**config.mk**
```make
export PLATFORM = sky130hd
export DESIGN_NAME = dtw_cell
export DESIGN_NICKNAME = d
export VERILOG_FILES = /design/src/rtl/dtw_pkg.sv /design/src/rtl/dtw_cell.sv
export SDC_FILE = /design/constraint.sdc
export NUM_CORES = 1
export LEC_CHECK = 0
export BUFFER_PORTS_ARGS = -buffer_cell sky130_fd_sc_hd__buf_4
export CAP_MARGIN = 10
export CORE_MARGIN = 2
export CORE_UTILIZATION = 49
export CTS_CLUSTER_SIZE = 25
export DETAILED_ROUTE_END_ITERATION = 8
export MAX_ROUTING_LAYER = met4
export PLACE_DENSITY = 0.79
export SYNTH_ARGS = -nofsm -noshare
export SYNTH_HDL_FRONTEND = slang
export SYNTH_SLANG_ARGS = --single-unit
export TNS_END_PERCENT = 1
```
**constraint.sdc**
```tcl
create_clock -name clk -period 13 [get_ports clk]
set_input_delay 3.9 -clock clk [delete_from_list [all_inputs] [get_ports clk]]
set_output_delay 3.9 -clock clk [all_outputs]
set_load 0.01 [all_outputs]
```
**src/rtl/dtw_pkg.sv**
```systemverilog
// Shared types and constants for the path engine.
package dtw_pkg;
	localparam int CostBits = 22;
	localparam logic [CostBits-1:0] CostMax = {CostBits{1'b1}};
	localparam int FrameBits = 16;
	localparam int CountBits = 6;
	localparam int CfgIdxBits = 2;

	localparam logic [CfgIdxBits-1:0] REG_ROW_COUNT = 2'd0;
	localparam logic [CfgIdxBits-1:0] REG_COL_COUNT = 2'd1;
	localparam logic [CfgIdxBits-1:0] REG_FIRST_START = 2'd2;
	localparam logic [CfgIdxBits-1:0] REG_SECOND_START = 2'd3;

	typedef logic [CostBits-1:0] cost_t;

	// Saturating add of two costs.
	function automatic cost_t sat_add(input cost_t a, input cost_t b);
		logic [CostBits:0] s;
		s = {1'b0, a} + {1'b0, b};
		return s[CostBits] ? CostMax : s[CostBits-1:0];
	endfunction

	function automatic cost_t min2(input cost_t a, input cost_t b);
		return (a < b) ? a : b;
	endfunction
endpackage

```
**src/rtl/dtw_cell.sv**
```systemverilog
// One column cell: holds the cost of the row above and of its own column.
module dtw_cell
	import dtw_pkg::*;
(
	input  logic  clk,
	input  logic  step,      // a new cell value enters this column
	input  logic  first_row,
	input  logic  first_col,
	input  cost_t cell_dist,
	input  cost_t left_cost, // cost just computed in the column to the left
	input  cost_t diag_cost, // up-cost of the column to the left (old row)
	output cost_t up_q,      // cost of this column in the last finished row
	output cost_t new_cost
);
	cost_t prev;

	// Predecessor choice for the cumulative recurrence.
	always_comb begin
		if (first_row && first_col) prev = '0;
		else if (first_row) prev = left_cost;
		else if (first_col) prev = up_q;
		else prev = min2(min2(up_q, left_cost), diag_cost);
		new_cost = sat_add(prev, cell_dist);
	end

	always_ff @(posedge clk) begin
		if (step) up_q <= new_cost;
	end
endmodule

```
After elaboration in Yosys (flattened, before gate mapping). Index checks and enable logic that the tools add are counted.

Reductions and logical operators: 1. Add/sub/neg operators: 1. Mux-type cells: 6. $lt $le $gt $ge: 2.

Operators by type and width (count): 22-bit 2-to-1 mux (6); 22-bit less-than comparator (2); 22-bit by 22-bit adder with 23-bit output (1); 1-bit logical AND (1).

Logic and storage cells: 11. Flip-flop bits (word level): 22. Bits of input ports: 70.

Depth between registers and ports, before layout.
Word-level depth: 9. Depth in mapped cells: 31. Gate-level depth less buffers: 28.

Worst setup path before layout. No wires, ideal clock.

Path type: input-to-output. From: input port left_cost[17]. To: output port new_cost[10]. Cell stages on the path: 30. Required time: 9100 ps. Buffers on the path: 4. Path slack: -365 ps. Arrival time: 9465 ps. Path through: inv_1 > ha_1 > a21oi_1 > o21a_1 > a2bb2oi_1 > o211ai_1 > nor2_1 > clkbuf_1 > nand2_1 > o21ai_0 > ha_1 > a21oi_1 > o21ai_1 > a221o_1 > nor4b_2 > a31oi_4 > buf_4 > nor3_1 > nor4_1 > ha_1 > fa_1 > a211oi_1 > o21a_1 > o21ai_1 > nand4_1 > a31oi_1 > o41ai_2 > buf_2 > buf_4 > nand2_1.

Cells in the longest elaborated chain, start to end: 9.

RTL lines: start, declared (line dtw_cell.sv:10) `input cost_t left_cost,`; 22-bit less-than comparator (line dtw_pkg.sv:24) `return (a < b) ? a : b;`; 22-bit 2-to-1 mux (line dtw_pkg.sv:24); 22-bit less-than comparator (line dtw_pkg.sv:24); 22-bit 2-to-1 mux (line dtw_pkg.sv:24); 22-bit 2-to-1 mux (line dtw_cell.sv:21) `else if (first_col) prev = up_q;`; 22-bit 2-to-1 mux * (line dtw_cell.sv:20) `else if (first_row) prev = left_cost;`; 22-bit 2-to-1 mux * (line dtw_cell.sv:19) `if (first_row && first_col) prev = '0;`; 22-bit by 22-bit adder with 23-bit output * (line dtw_pkg.sv:19) `s = {1'b0, a} + {1'b0, b};`; 22-bit 2-to-1 mux * (line dtw_pkg.sv:20) `return s[CostBits] ? CostMax : s[CostBits-1:0];`; end, declared (line dtw_cell.sv:13) `output cost_t new_cost`.

Mark *: on every way between the ends. The rest lies on a longest branch, timed or not.

Worst setup path after layout.
From: input port left_cost[6]. To: output port new_cost[19].

The elaborated chain is that of the path after synthesis.

==> results.py <==
metrics = {
    "status": {
        "status": "finished with violations",
        "violations": "negative setup slack",
    },
    "clock_tree": {
        "clkSlewWorstSetupHoldPaths_ns": 0.07,
        "holdBufCountCts": 0,
        "insertion_delay_ns": 0.25,
        "numCtsBuffers": 3,
        "clk_path_buf_depth": 2,
        "root_buffer": "clkbuf_8",
        "cts_tree": "built",
        "h-tree-depth": 1,
        "cts.sinks": 22,
    },
    "synth": {
        "syn_avg_cell_area_um2": 7.52,
        "yosysWarnings": 0,
        "synth_top_flop_cell": "edfxtp_1",
        "synth_area_leaders": "ha_1 (20%), edfxtp_1 (16%), a21oi_1 (8.8%)",
        "mappedNetlistArea_um2": 4050,
        "synthesis.nets": 673,
        "async_reset_ff_frac": 0,
        "synth_edf_count": 22,
        "syn_inst": 538,
        "synth_cell_types": 52,
        "synth_top_area_frac": 0.198,
        "yosysTopAreaCell": "ha_1",
        "synth.yosys.seq_area_share": 0.163,
        "ys_ff_latch": 22,
    },
    "timing": {
        "fin_skew_ns": 0.00581,
        "slew_violations": 0,
        "tightest_slew_ns": 0.706,
        "setup_viol": 22,
        "setup_tns_ns": -18.79,
        "rsz0062_at_grt": "yes",
        "whs_ns": 1.34,
        "maxSlewHeadroom": 0.529,
        "fin_crit_sh": 1.07,
        "report.final.hold_viol_count": 0,
        "max_freq_mhz": 71.8,
        "fin_crit_ns": 13.92,
        "setup_ws_ns": -0.920,
    },
    "floorplan": {
        "die-area_um2": 9000,
        "fp.coreArea_um2": 8090,
        "num_rows": 33,
        "die_w_um": 94.9,
        "initial_core_util": 0.500,
        "die_y_um": 94.9,
        "io_pins": 114,
    },
    "global_route": {
        "grt-ovfl-total": 0,
        "grtUsageTotal": 0.367,
        "grt_max_degree": 68,
        "antenna_found_initial": 0,
        "grt_pass1_wl_mm": 25.2,
        "grt_pass1_vias": 5118,
    },
    "power": {
        "p_per_area_nw_per_um2": 266,
        "p_leak_nw": 3.16,
        "peakVddDrop_v": 0.000219,
        "finalPower_w": 0.00181,
    },
    "critical_path": {
        "critical-path-max-stage-delay_ns": 0.47,
        "critPathSlowestCell": "a2111oi_4",
        "critPathMaxFanout": 7,
        "start_kind": "input pin",
        "crit_type": "input pin to output port",
        "setup.worst_path.end_class": "output port",
        "crit_family": "compound AO/OA/AOI/OAI gates",
        "cp_data_required_time_ns": 9.10,
        "crit_arrival_ns": 10.02,
        "cp.buffers_inverters": 8,
        "critPathMostFrequentCell": "buf_4",
    },
    "layout": {
        "finalNetCount": 933,
        "largest_register_ffs": 22,
        "reg_top3": "up_q (22)",
        "largest-register": "up_q",
        "num_antenna_cells": 0,
        "syn_to_final_growth_pct": 68.4,
        "drive_gt1_frac": 0.458,
    },
    "place": {
        "hpwl_mm": 11.7,
        "place_ws_ns": -0.933,
        "gp_congestion": 0.957,
        "port_buffers": 113,
    },
    "drt": {
        "drt_iter0_drc": 629,
        "first_pass_iters": 5,
        "vias": 5618,
        "wire_per_inst_um": 19.4,
        "wl_mm": 17.5,
        "via_per_inst": 6.23,
        "drc": 0,
        "ant_nets": 0,
    },
    "flow_run": {
        "drv_cap": 0,
    },
    "worst_hold_path": {
        "min_path_type": "flip-flop to flip-flop",
    },
}
kinds of logic after synthesis:
kind of cell,Yosys count,synth area share
AND/OR/NAND/NOR,161,0.200
XOR/XNOR,14,0.0303
buffers and inverters,71,0.0714
flip-flops,22,0.163
AO/OA/AOI/OAI,205,0.333
adder cells (fa/ha/maj),65,0.203
layer usage:
metal	wire [um]	vias up	global-route usage
met5	0	-	-
met4	768	0	0.120
met3	1570	91	0.0263
met2	8460	362	0.618
met1	6700	2619	0.468
li1	-	2546	-
cell usage after synthesis, types with 3 or more instances:
library cell / count
a21oi_1: 71
ha_1: 64
nand2_1: 54
inv_1: 45
o21ai_0: 39
nor3_1: 27
a211oi_1: 26
nor2b_1: 26
edfxtp_1: 22
o32ai_1: 21
nor2_1: 20
clkbuf_1: 18
xor2_1: 9
a21o_1: 8
nand3_1: 8
nand4_1: 8
o21a_1: 7
buf_4: 5
o21ai_1: 5
xnor2_1: 5
nand2b_1: 4
o211ai_1: 4
a31oi_1: 3
buf_2: 3
nand3b_1: 3
final cells by class:
class                   instances  area (um^2)
flip-flops and latches         22          661
well taps                     105          131
clock inverters                 1         3.75
clock buffers                   3         41.3
inverters                      45          179
repair buffers                281         2220
fillers                       472         1280
multi-input cells             445         3580
timing repair:
action,CTS,global route
resized for setup,87,33
gates cloned,4,0
pin swaps,45,35
setup buffers,21,6
endpoints found under the setup margin,22,22
worst register-to-register path, delay by kind of cell, from the launching register on:
kind / cells / cell delay, ns
flops: 1 / 0.52
buf+inv: 6 / 0.97
simple gates: 7 / 1.11
fa+ha+maj: 3 / 1.04
compound gates: 12 / 2.94
final timing paths:
path,start,to,slack [ns],cells past startpoint
setup reg to reg,up_q[7]$_DFFE_PP_,up_q[19]$_DFFE_PP_,6.18,28
setup / recovery,left_cost[6],new_cost[19],-0.92,30
hold / removal,up_q[15]$_DFFE_PP_,up_q[17]$_DFFE_PP_,1.34,6
hold reg to reg,up_q[15]$_DFFE_PP_,up_q[17]$_DFFE_PP_,1.34,6
through the flow:
| step | std cells | instance area [um^2] | util |
|---|---|---|---|
| 3_3_place_gp | 868 | 5980 | 0.739 |
| 2_1_floorplan | 538 | 4090 | - |
| 6_report | 902 | 6810 | 0.842 |
| 4_1_cts | 897 | 6600 | 0.815 |
| 3_5_place_dp | 868 | 5980 | 0.739 |
| 5_1_grt | 902 | 6810 | 0.842 |
where the power goes:
group	switching [W]	leakage [nW]	internal [W]
clock	0.0000198	0.0231	0.0000210
sequential	0.0000734	0.207	0.000143
combinational	0.000772	2.93	0.000786
total	0.000865	3.16	0.000950
placed cells by master (no fill, tap or decap), types with 19 or more instances in the layout:
master	netlist	routed
buf_4	5	261
a21oi_1	71	63
nand2_1	54	52
ha_1	64	51
inv_1	45	40
nor2b_1	26	26
o21ai_0	39	26
nor3_1	27	23
edfxtp_1	22	22
nor2_1	20	19
Note: power is estimated with default switching activity, not from simulation.
